[config.mk]
export PLATFORM = sky130hd
export DESIGN_NAME = route_table_best_cost_update_flat
export DESIGN_NICKNAME = d
export VERILOG_FILES = /design/src/hw/rtl/rtbc_pkg.sv /design/src/hw/rtl/rtbc_if.sv /design/src/hw/rtl/rtbc_dpath.sv /design/src/hw/rtl/rtbc_ctrl.sv /design/src/hw/rtl/route_table_best_cost_update.sv /design/src/flat_wrapper.sv
export VERILOG_INCLUDE_DIRS = /design/src /design/src/hw/rtl
export SDC_FILE = /design/constraint.sdc
export NUM_CORES = 2
export LEC_CHECK = 0
export BUFFER_PORTS_ARGS = -buffer_cell sky130_fd_sc_hd__buf_2
export CAP_MARGIN = 20
export CORE_ASPECT_RATIO = 0.75
export CORE_UTILIZATION = 65
export CTS_BUF_LIST = sky130_fd_sc_hd__clkbuf_2 sky130_fd_sc_hd__clkbuf_4 sky130_fd_sc_hd__clkbuf_8
export DETAILED_ROUTE_END_ITERATION = 7
export GPL_TIMING_DRIVEN = 0
export PLACE_DENSITY = 0.78
export SYNTH_ARGS = -nofsm -noshare
export SYNTH_HDL_FRONTEND = slang
export SYNTH_SLANG_ARGS = --single-unit
[constraint.sdc]
create_clock -name clk -period 12.6 [get_ports clk]
set_clock_uncertainty 0.15 [all_clocks]
set_input_delay 0.63 -clock clk [delete_from_list [all_inputs] [get_ports clk]]
set_output_delay 0.63 -clock clk [all_outputs]
set_load 0.02 [all_outputs]
[src/hw/rtl/assert_macros.svh]
// Assertion helpers shared by the route table modules.
`ifndef ASSERT_MACROS_SVH
`define ASSERT_MACROS_SVH

// Same-cycle implication, disabled while reset is asserted.
`define RTBC_ASSERT_IMP(label, clk, rst_n, ante, cons, msg) \
	label: assert property (@(posedge clk) disable iff (!rst_n) (ante) |-> (cons)) \
		else $error(msg);

// Next-cycle implication, disabled while reset is asserted.
`define RTBC_ASSERT_NXT(label, clk, rst_n, ante, cons, msg) \
	label: assert property (@(posedge clk) disable iff (!rst_n) (ante) |=> (cons)) \
		else $error(msg);

`endif

[src/hw/rtl/rtbc_pkg.sv]
package rtbc_pkg;

	// Field widths of the item and result payloads.
	localparam int unsigned ADDR_W   = 32;
	localparam int unsigned COST_W   = 16;
	localparam int unsigned PORT_W   = 4;
	localparam int unsigned ACTION_W = 3;
	localparam int unsigned ENTRY_W  = 6;
	localparam int unsigned COUNT_W  = 7;

	// Kind codes of an input item.
	localparam logic KIND_OFFER = 1'b0;
	localparam logic KIND_CLEAR = 1'b1;

	// Threshold register value after reset.
	localparam logic [COST_W-1:0] UNREACH_RESET = 16'hFFFF;

	// Action codes reported with every result.
	typedef enum logic [ACTION_W-1:0] {
		ACT_ADDED    = 3'd0,
		ACT_REPLACED = 3'd1,
		ACT_KEPT     = 3'd2,
		ACT_IGNORED  = 3'd3,
		ACT_FULL     = 3'd4,
		ACT_CLEARED  = 3'd5
	} rtbc_action_t;

	typedef struct packed {
		logic              kind;
		logic [ADDR_W-1:0] dest_addr;
		logic [ADDR_W-1:0] net_mask;
		logic [COST_W-1:0] path_cost;
		logic [ADDR_W-1:0] gateway_addr;
		logic [PORT_W-1:0] port_index;
		logic [ADDR_W-1:0] area_ident;
	} rtbc_item_t;

	typedef struct packed {
		logic [ACTION_W-1:0] action;
		logic [ENTRY_W-1:0]  entry_index;
		logic [COUNT_W-1:0]  route_count;
		logic                best_valid;
		logic [ENTRY_W-1:0]  best_index;
	} rtbc_result_t;

	// Controller states.
	typedef enum logic [1:0] {
		ST_IDLE,
		ST_CHECK,
		ST_SCAN,
		ST_APPLY
	} rtbc_state_t;

	// Commands from the controller to the datapath.
	typedef struct packed {
		logic load_item;
		logic scan_start;
		logic scan_run;
		logic commit;
	} rtbc_cmd_t;

	// Status from the datapath to the controller.
	typedef struct packed {
		logic skip_scan;
		logic hit;
		logic exhausted;
	} rtbc_sts_t;

endpackage

[src/hw/rtl/rtbc_if.sv]
// Input item channel.
interface rtbc_item_if import rtbc_pkg::*; ();
	logic       valid;
	logic       ready;
	rtbc_item_t data;

	modport source (output valid, output data, input ready);
	modport sink (input valid, input data, output ready);
endinterface

// Result channel.
interface rtbc_result_if import rtbc_pkg::*; ();
	logic         valid;
	logic         ready;
	rtbc_result_t data;

	modport source (output valid, output data, input ready);
	modport sink (input valid, input data, output ready);
endinterface

// Configuration write channel for the unreachable cost threshold.
interface rtbc_cfg_if import rtbc_pkg::*; ();
	logic              valid;
	logic              ready;
	logic [COST_W-1:0] data;

	modport source (output valid, output data, input ready);
	modport sink (input valid, input data, output ready);
endinterface

[src/hw/rtl/rtbc_dpath.sv]
`include "assert_macros.svh"

module rtbc_dpath import rtbc_pkg::*; #(
	parameter int unsigned TABLE_DEPTH = 64
) (
	input  logic              clk,
	input  logic              arst_n,
	input  rtbc_item_t        item_data,
	input  logic              cfg_we,
	input  logic [COST_W-1:0] cfg_data,
	input  rtbc_cmd_t         cmd,
	output rtbc_sts_t         sts,
	output rtbc_result_t      res
);

	localparam int unsigned IDX_W = $clog2(TABLE_DEPTH);
	localparam int unsigned CNT_W = $clog2(TABLE_DEPTH + 1);

	// Route fields that are stored but never searched.
	typedef struct packed {
		logic [ADDR_W-1:0] net_mask;
		logic [ADDR_W-1:0] gateway_addr;
		logic [PORT_W-1:0] port_index;
		logic [ADDR_W-1:0] area_ident;
	} route_row_t;

	rtbc_item_t        item_q;
	logic [COST_W-1:0] unreach_q;
	logic [CNT_W-1:0]  count_q;
	logic [IDX_W-1:0]  best_idx_q;
	logic [COST_W-1:0] best_cost_q;
	logic [ADDR_W-1:0] best_area_q;

	logic [ADDR_W-1:0] dest_mem  [TABLE_DEPTH];
	logic [COST_W-1:0] cost_mem  [TABLE_DEPTH];
	route_row_t        route_mem [TABLE_DEPTH];

	logic [CNT_W-1:0]  issue_q;
	logic              rd_vld_s1;
	logic [IDX_W-1:0]  rd_idx_s1;
	logic [ADDR_W-1:0] dest_rd_s1;
	logic [COST_W-1:0] cost_rd_s1;

	logic              found_q;
	logic [IDX_W-1:0]  slot_q;
	logic [COST_W-1:0] match_cost_q;

	rtbc_result_t      res_q;

	logic              ignored;
	logic              issue_ok;
	logic              hit;
	logic              do_issue;

	rtbc_action_t      act;
	logic [IDX_W-1:0]  slot;
	logic              mem_we;
	logic [CNT_W-1:0]  nx_count;
	logic [IDX_W-1:0]  nx_best_idx;
	logic [COST_W-1:0] nx_best_cost;
	logic [ADDR_W-1:0] nx_best_area;
	logic              is_full;
	logic              better_new;
	logic              tie_new;
	rtbc_result_t      res_d;

	// Offer item and threshold registers.
	always_ff @(posedge clk) begin
		if (cmd.load_item) begin
			item_q <= item_data;
		end
	end

	always_ff @(posedge clk or negedge arst_n) begin
		if (!arst_n) begin
			unreach_q <= UNREACH_RESET;
		end else if (cfg_we) begin
			unreach_q <= cfg_data;
		end
	end

	// Search status.
	assign ignored  = (item_q.net_mask == '0) || (item_q.path_cost >= unreach_q);
	assign issue_ok = issue_q < count_q;
	assign hit      = rd_vld_s1 && (dest_rd_s1 == item_q.dest_addr);
	assign do_issue = cmd.scan_run && !hit && issue_ok;

	assign sts.skip_scan = (item_q.kind == KIND_CLEAR) || ignored;
	assign sts.hit       = hit;
	assign sts.exhausted = !rd_vld_s1 && !issue_ok;

	// Scan address counter and read-valid flag.
	always_ff @(posedge clk or negedge arst_n) begin
		if (!arst_n) begin
			issue_q   <= '0;
			rd_vld_s1 <= 1'b0;
			found_q   <= 1'b0;
		end else begin
			rd_vld_s1 <= do_issue;
			if (cmd.scan_start) begin
				issue_q <= '0;
				found_q <= 1'b0;
			end else begin
				if (do_issue) begin
					issue_q <= issue_q + 1'b1;
				end
				if (cmd.scan_run && hit) begin
					found_q <= 1'b1;
				end
			end
		end
	end

	// Matched slot and its stored cost.
	always_ff @(posedge clk) begin
		if (do_issue) begin
			rd_idx_s1 <= issue_q[IDX_W-1:0];
		end
		if (cmd.scan_run && hit) begin
			slot_q       <= rd_idx_s1;
			match_cost_q <= cost_rd_s1;
		end
	end

	// Table memories: one write port at commit, one registered read port for the search.
	always_ff @(posedge clk) begin
		if (mem_we) begin
			dest_mem[slot] <= item_q.dest_addr;
		end
		if (do_issue) begin
			dest_rd_s1 <= dest_mem[issue_q[IDX_W-1:0]];
		end
	end

	always_ff @(posedge clk) begin
		if (mem_we) begin
			cost_mem[slot] <= item_q.path_cost;
		end
		if (do_issue) begin
			cost_rd_s1 <= cost_mem[issue_q[IDX_W-1:0]];
		end
	end

	always_ff @(posedge clk) begin
		if (mem_we) begin
			route_mem[slot] <= '{
				net_mask:     item_q.net_mask,
				gateway_addr: item_q.gateway_addr,
				port_index:   item_q.port_index,
				area_ident:   item_q.area_ident
			};
		end
	end

	// Decide the action and the new table summary for the current item.
	assign is_full    = count_q == CNT_W'(TABLE_DEPTH);
	assign better_new = (item_q.path_cost < best_cost_q) ||
		((item_q.path_cost == best_cost_q) && (item_q.area_ident > best_area_q));
	assign tie_new    = (item_q.path_cost == best_cost_q) &&
		(item_q.area_ident == best_area_q);

	always_comb begin
		act          = ACT_IGNORED;
		slot         = '0;
		mem_we       = 1'b0;
		nx_count     = count_q;
		nx_best_idx  = best_idx_q;
		nx_best_cost = best_cost_q;
		nx_best_area = best_area_q;
		priority if (item_q.kind == KIND_CLEAR) begin
			act      = ACT_CLEARED;
			nx_count = '0;
		end else if (ignored) begin
			act = ACT_IGNORED;
		end else if (found_q) begin
			slot = slot_q;
			if (item_q.path_cost < match_cost_q) begin
				act    = ACT_REPLACED;
				mem_we = cmd.commit;
				// A lowered cost can only move the best route onto this slot.
				if ((slot_q == best_idx_q) || better_new ||
					(tie_new && (slot_q < best_idx_q))) begin
					nx_best_idx  = slot_q;
					nx_best_cost = item_q.path_cost;
					nx_best_area = item_q.area_ident;
				end
			end else begin
				act = ACT_KEPT;
			end
		end else if (is_full) begin
			act = ACT_FULL;
		end else begin
			act      = ACT_ADDED;
			slot     = count_q[IDX_W-1:0];
			mem_we   = cmd.commit;
			nx_count = count_q + 1'b1;
			// The appended slot is last in scan order, so ties keep the older best.
			if ((count_q == '0) || better_new) begin
				nx_best_idx  = count_q[IDX_W-1:0];
				nx_best_cost = item_q.path_cost;
				nx_best_area = item_q.area_ident;
			end
		end
	end

	always_comb begin
		res_d.action      = act;
		res_d.entry_index = ENTRY_W'(slot);
		res_d.route_count = COUNT_W'(nx_count);
		res_d.best_valid  = nx_count != '0;
		res_d.best_index  = (nx_count != '0) ? ENTRY_W'(nx_best_idx) : '0;
	end

	// Table summary registers.
	always_ff @(posedge clk or negedge arst_n) begin
		if (!arst_n) begin
			count_q <= '0;
		end else if (cmd.commit) begin
			count_q <= nx_count;
		end
	end

	always_ff @(posedge clk) begin
		if (cmd.commit) begin
			best_idx_q  <= nx_best_idx;
			best_cost_q <= nx_best_cost;
			best_area_q <= nx_best_area;
			res_q       <= res_d;
		end
	end

	assign res = res_q;

	`RTBC_ASSERT_NXT(a_add_counts, clk, arst_n, cmd.commit && (act == ACT_ADDED), count_q == CNT_W'($past(count_q) + 1'b1), "add did not increment the route count")
	`RTBC_ASSERT_IMP(a_read_in_range, clk, arst_n, rd_vld_s1, CNT_W'(rd_idx_s1) < count_q, "search read beyond the valid routes")
	`RTBC_ASSERT_IMP(a_best_in_range, clk, arst_n, count_q != '0, CNT_W'(best_idx_q) < count_q, "best route slot beyond the valid routes")

endmodule

[src/hw/rtl/rtbc_ctrl.sv]
`include "assert_macros.svh"

module rtbc_ctrl import rtbc_pkg::*; (
	input  logic      clk,
	input  logic      arst_n,
	input  logic      item_valid,
	output logic      item_ready,
	output logic      result_valid,
	input  logic      result_ready,
	input  rtbc_sts_t sts,
	output rtbc_cmd_t cmd
);

	rtbc_state_t state_q;
	rtbc_state_t state_d;
	logic        out_valid_q;
	logic        out_free;

	// The output register can take a new result once its current one is taken.
	assign out_free = !out_valid_q || result_ready;

	// Next state.
	always_comb begin
		state_d = state_q;
		unique case (state_q)
			ST_IDLE: begin
				if (item_valid) begin
					state_d = ST_CHECK;
				end
			end
			ST_CHECK: begin
				state_d = sts.skip_scan ? ST_APPLY : ST_SCAN;
			end
			ST_SCAN: begin
				if (sts.hit || sts.exhausted) begin
					state_d = ST_APPLY;
				end
			end
			ST_APPLY: begin
				if (out_free) begin
					state_d = ST_IDLE;
				end
			end
			default: begin
				state_d = ST_IDLE;
			end
		endcase
	end

	// Commands to the datapath.
	always_comb begin
		cmd        = '0;
		item_ready = 1'b0;
		unique case (state_q)
			ST_IDLE: begin
				item_ready    = 1'b1;
				cmd.load_item = item_valid;
			end
			ST_CHECK: begin
				cmd.scan_start = !sts.skip_scan;
			end
			ST_SCAN: begin
				cmd.scan_run = 1'b1;
			end
			ST_APPLY: begin
				cmd.commit = out_free;
			end
			default: begin
				cmd = '0;
			end
		endcase
	end

	always_ff @(posedge clk or negedge arst_n) begin
		if (!arst_n) begin
			state_q <= ST_IDLE;
		end else begin
			state_q <= state_d;
		end
	end

	// Result valid flag of the output register.
	always_ff @(posedge clk or negedge arst_n) begin
		if (!arst_n) begin
			out_valid_q <= 1'b0;
		end else if (cmd.commit) begin
			out_valid_q <= 1'b1;
		end else if (result_ready) begin
			out_valid_q <= 1'b0;
		end
	end

	assign result_valid = out_valid_q;

	`RTBC_ASSERT_NXT(a_scan_ends, clk, arst_n, (state_q == ST_SCAN) && (sts.hit || sts.exhausted), state_q == ST_APPLY, "search end did not lead to the update")

endmodule

[src/hw/rtl/route_table_best_cost_update.sv]
// Route table with lowest-cost update. Each accepted item on the item channel
// yields exactly one transaction on the result channel. A clear item, or an
// offer that is ignored (zero mask, or cost at or above the unreachable cost
// register), skips the search and goes from the check straight to the update.
// Any other offer searches the table by destination one slot per cycle through
// the single read port of the table memory. A match ends the search at its
// slot; a miss reads all N routes held, none when the table is empty, so at
// most TABLE_DEPTH slots. The result is written only once the output register
// is free, so it waits while the previous result still waits there. The next
// item is accepted in the cycle after the result is written, so one item is
// worked on at a time while the previous result may still wait in the output
// register. The least-cost route is kept in registers and updated with each
// write, so it costs no extra scan. The table needs no clearing pass after
// reset. The threshold register may be written at any time the block is idle
// and is taken at once.
module route_table_best_cost_update import rtbc_pkg::*; #(
	parameter int unsigned TABLE_DEPTH = 64
) (
	input logic            clk,
	input logic            arst_n,
	rtbc_item_if.sink      item,
	rtbc_result_if.source  result,
	rtbc_cfg_if.sink       cfg
);

	rtbc_cmd_t cmd;
	rtbc_sts_t sts;

	// The threshold register is always free to take a write.
	assign cfg.ready = 1'b1;

	rtbc_ctrl u_ctrl (
		.clk          (clk),
		.arst_n       (arst_n),
		.item_valid   (item.valid),
		.item_ready   (item.ready),
		.result_valid (result.valid),
		.result_ready (result.ready),
		.sts          (sts),
		.cmd          (cmd)
	);

	rtbc_dpath #(
		.TABLE_DEPTH (TABLE_DEPTH)
	) u_dpath (
		.clk       (clk),
		.arst_n    (arst_n),
		.item_data (item.data),
		.cfg_we    (cfg.valid),
		.cfg_data  (cfg.data),
		.cmd       (cmd),
		.sts       (sts),
		.res       (result.data)
	);

endmodule
[src/flat_wrapper.sv]
// flat-port wrapper written by rule: the top's interface ports become plain ports
module route_table_best_cost_update_flat import rtbc_pkg::*;
#(
	parameter int unsigned TABLE_DEPTH = 64
)
  (clk, arst_n, item_valid, item_data, item_ready, result_valid, result_data, result_ready, cfg_valid, cfg_data, cfg_ready);
  rtbc_item_if item_i ();
  rtbc_result_if result_i ();
  rtbc_cfg_if cfg_i ();
  input logic clk;
  input logic arst_n;
  input wire logic [$bits(item_i.valid)-1:0] item_valid;
  input wire logic [$bits(item_i.data)-1:0] item_data;
  output wire logic [$bits(item_i.ready)-1:0] item_ready;
  output wire logic [$bits(result_i.valid)-1:0] result_valid;
  output wire logic [$bits(result_i.data)-1:0] result_data;
  input wire logic [$bits(result_i.ready)-1:0] result_ready;
  input wire logic [$bits(cfg_i.valid)-1:0] cfg_valid;
  input wire logic [$bits(cfg_i.data)-1:0] cfg_data;
  output wire logic [$bits(cfg_i.ready)-1:0] cfg_ready;
  assign item_i.valid = item_valid;
  assign item_i.data = item_data;
  assign item_ready = item_i.ready;
  assign result_valid = result_i.valid;
  assign result_data = result_i.data;
  assign result_i.ready = result_ready;
  assign cfg_i.valid = cfg_valid;
  assign cfg_i.data = cfg_data;
  assign cfg_ready = cfg_i.ready;
  route_table_best_cost_update #(.TABLE_DEPTH(TABLE_DEPTH)) u_core (.clk(clk), .arst_n(arst_n), .item(item_i), .result(result_i), .cfg(cfg_i));
endmodule
==> results.json <==
{
  "nNetsFinal": 6746,
  "synth.yosys.seq_area_share_pct": 78.2,
  "area_growth_syn_to_layout_pct": 16.9,
  "period_share_pct": 56.7,
  "cap_viol_max_count": 0,
  "timing_hold_violations_final": 0,
  "r2r-end": "u_core.u_dpath.dest_mem[33][13]",
  "io_buffer_count": 158,
  "final.fill_count": 9219,
  "most-common-layout-cells": "3338 x edfxtp_1, 1008 x mux4_2, 483 x clkbuf_8",
  "cts_tree": "done",
  "worst_pin_slew_ps": 1380,
  "worstSetupEndpoint": "u_core.u_dpath.dest_mem[33][13]",
  "synth-async-reset-ratio_pct": 1.04,
  "outcome": "finished, violations left",
  "design.die.area_um2": 201000,
  "die-height_um": 388,
  "initial_core_util_pct": 65.5,
  "timing.fmax_mhz": 140,
  "worstSetupStartpoint": "u_core.u_dpath.item_q[80]",
  "ctsHtreeMaxLevel": 5,
  "cts-root-to-sink-buffers": 4,
  "final-max-slew-violation-count": 0,
  "synthesis.yosys.warnings": 0,
  "worst_hold_path.num_cells": 3,
  "critPathKind": "reg -> reg",
  "placed_cell_area_um2": 140000,
  "ys.flop_type": "edfxtp_1",
  "final.min_clock_period_ps": 7150,
  "post_route_cell_area_um2": 151000,
  "post_dr_wirelength_cell_um": 41.0,
  "route.detailed.vias_per_inst": 7.41,
  "worst-r2r-cell-count": 14,
  "inserted_clock_buffers": 467,
  "utilization_pct": 76.6,
  "drcViolationCount": 7,
  "post-cts-setup-buffer-count": 0,
  "grt_pass1_vias": 69800,
  "first_pass_grt_wire_length_um": 526000,
  "clk_latency_ps": 1060,
  "cp-start-kind": "flop",
  "detailedRoute.firstIterationViolations": 13500,
  "number_of_antenna_violations_at_the_first_check_in_global_routing": 23,
  "most_common_cell_after_layout_fill_and_taps_aside": "edfxtp_1",
  "timing.setup.tns_ps": 0,
  "synthesis.area_um2": 129000,
  "gr-total-overflow": 0,
  "detail_route.first_pass.iterations": 8,
  "synth_area_per_cell_um2": 24.4,
  "synthDistinctLibCells": 65,
  "synth_edf_count": 3338,
  "violations": "DRC",
  "vdd_drop_max_uv": 165,
  "finalWeightedCongestion": 0.876,
  "synthCells": 5290,
  "timing.critical_path.required_ps": 13130,
  "flops_latches_synth": 3373,
  "clock_sinks": 3373,
  "timing.hold.worst.class": "in -> reg",
  "leakagePower_uw": 0.0482,
  "rows": 141,
  "worstPathMaxFanout": 27,
  "clock_transition_at_the_registers_of_the_reported_paths_ps": 70,
  "cts.root.buffer_cell": "clkbuf_8",
  "detailed_placement_wirelength_estimate_um": 249000,
  "synth.net_count": 5559,
  "endpoint_kind": "flop",
  "timing.slew.headroom_pct": 7.69,
  "die_x_um": 517,
  "detailroute.via_count": 70600,
  "layout_cells_sized_above_1_pct": 36.3,
  "ant_nets": 0,
  "cellPowerDensity_nw_per_um2": 198,
  "pin_count": 196,
  "totalWireLength_um": 390000,
  "floorplan.core_area_um2": 197000,
  "r2r_slack_ps": 5450,
  "rsz0062_at_grt": "no",
  "grt_usage_pct": 38.7,
  "finalSetupViolCount": 0,
  "critical_path.reg2reg.startpoint": "u_core.u_dpath.item_q[80]",
  "cp.arrival_ps": 7670,
  "grt_start_max_net_pins": 54
}
[how the worst min path moves through the flow]
stage,to,startpoint,slack (ps)
floorplan,u_core.u_ctrl.result_valid,arst_n,180
global placement,u_core.u_dpath.match_cost_q[9],u_core.u_dpath.cost_rd_s1[9],250
detailed placement,u_core.u_dpath.match_cost_q[13],u_core.u_dpath.cost_rd_s1[13],250
CTS,u_core.u_dpath.unreach_q[9],cfg_valid,2
global route,u_core.u_dpath.unreach_q[11],cfg_valid,130
finish,u_core.u_dpath.unreach_q[10],cfg_valid,70
[synthesized netlist by cell type, drive strengths merged, types with 5 or more instances]
cell	instances	area (µm²)
o21a	5	37.5
dfrtp	19	475
inv	113	424
mux4	1008	22700
nor3	40	205
o311ai	5	43.8
ha	99	1240
a21o	19	143
o2111ai	8	70.1
xor2	19	166
a21oi	39	199
edfxtp	3338	100000
nand3	13	65.1
o21ai	34	170
mux2i	5	50.1
clkbuf	140	526
o211ai	9	67.6
nand4	24	150
nand2	43	161
nor4	17	121
a211oi	7	57.6
xnor2	17	149
nand2b	10	62.6
nor2	63	236
and2	5	31.3
buf	111	546
o31ai	6	45.0
or4	7	52.6
dfstp	16	420
[kinds of logic (layout without fill, tap and decap cells)]
kind of cell	count (synthesis)	count (layout)	share of synthesized area [%]
buf+inv	364	1909	1.16
mux	1016	1016	17.6
fa+ha+maj	99	99	0.958
flops	3373	3373	78.2
simple gates	242	242	0.957
xor+xnor	36	36	0.244
compound gates	159	159	0.820
other cells	1	44	0.00290
[routing by layer]
layer	GRT usage [%]	share of wire [%]
met1	52.0	32
met2	56.5	45
met5	0	0.17
met4	17.6	5.5
met3	15.6	17
[sequential cells by signal, indices dropped and copies added (netlist names)]
| register | count |
|---|---|
| u_core.u_dpath.best_cost_q | 16 |
| u_core.u_dpath.unreach_q | 16 |
| u_core.u_dpath.dest_rd_s1 | 32 |
| u_core.u_dpath.match_cost_q | 16 |
| u_core.u_ctrl.result_valid | 1 |
| u_core.u_dpath.item_q | 113 |
| u_core.u_dpath.slot_q | 6 |
| u_core.u_dpath.best_area_q | 32 |
| u_core.u_dpath.rd_idx_s1 | 6 |
| u_core.u_dpath.issue_q | 7 |
| u_core.u_dpath.found_q | 1 |
| u_core.u_dpath.rd_vld_s1 | 1 |
| u_core.u_dpath.best_idx_q | 6 |
| u_core.u_dpath.cost_mem | 1024 |
| u_core.u_dpath.dest_mem | 2048 |
| u_core.u_dpath.count_q | 7 |
| u_core.u_dpath.cost_rd_s1 | 16 |
| u_core.u_dpath.res | 23 |
| u_core.u_ctrl.state_q | 2 |
[per-stage QoR]
| stage | total power [µW] | hold slack (ps) | setup slack, ps | std cells |
|---|---|---|---|---|
| 2_1_floorplan | 18000 | 184 | 5320 | 5290 |
| 3_3_place_gp | 20500 | 252 | -1810 | 8093 |
| 3_5_place_dp | 21100 | 255 | 5840 | 8487 |
| 4_1_cts | 29300 | 2.33 | 5780 | 9463 |
| 5_1_grt | 30400 | 130 | 5560 | 9503 |
| 6_report | 29900 | 73.3 | 5450 | 9523 |
[layout make-up]
cell class | count | area, µm² | area share, %
Sequential cell | 3373 | 101000 | 67.0
Multi-Input combinational cell | 1553 | 27100 | 17.9
Timing Repair Buffer | 718 | 8900 | 5.89
Clock buffer | 627 | 7730 | 5.12
Tap cell | 2645 | 3310 | 2.19
Clock inverter | 200 | 1280 | 0.851
Buffer | 251 | 1090 | 0.724
Inverter | 113 | 424 | 0.281
Antenna cell | 43 | 108 | 0.0712
[report_power, final]
part / switching, µW / internal, µW
logic: 4670 / 3510
clock network: 4190 / 4280
registers: 265 / 13000
[worst max-delay path, cell delays in order (launching register included)]
cell and delay (ps):
edfxtp_1 960, buf_16 260, ha_1 290, o21a_1 210, o21bai_1 140, o221ai_1 560, buf_2 410, nor3_2 580
buf_2 380, nand4_1 750, nor3_2 1140, buf_6 280, buf_6 220, buf_6 200, buf_4 220
[what timing repair did]
| action | CTS | global route |
|---|---|---|
| hold buffers | 149 | 0 |
| resized for setup | 0 | 0 |
| hold endpoints to repair | 150 | 0 |
(Power assumes the default switching activity.)
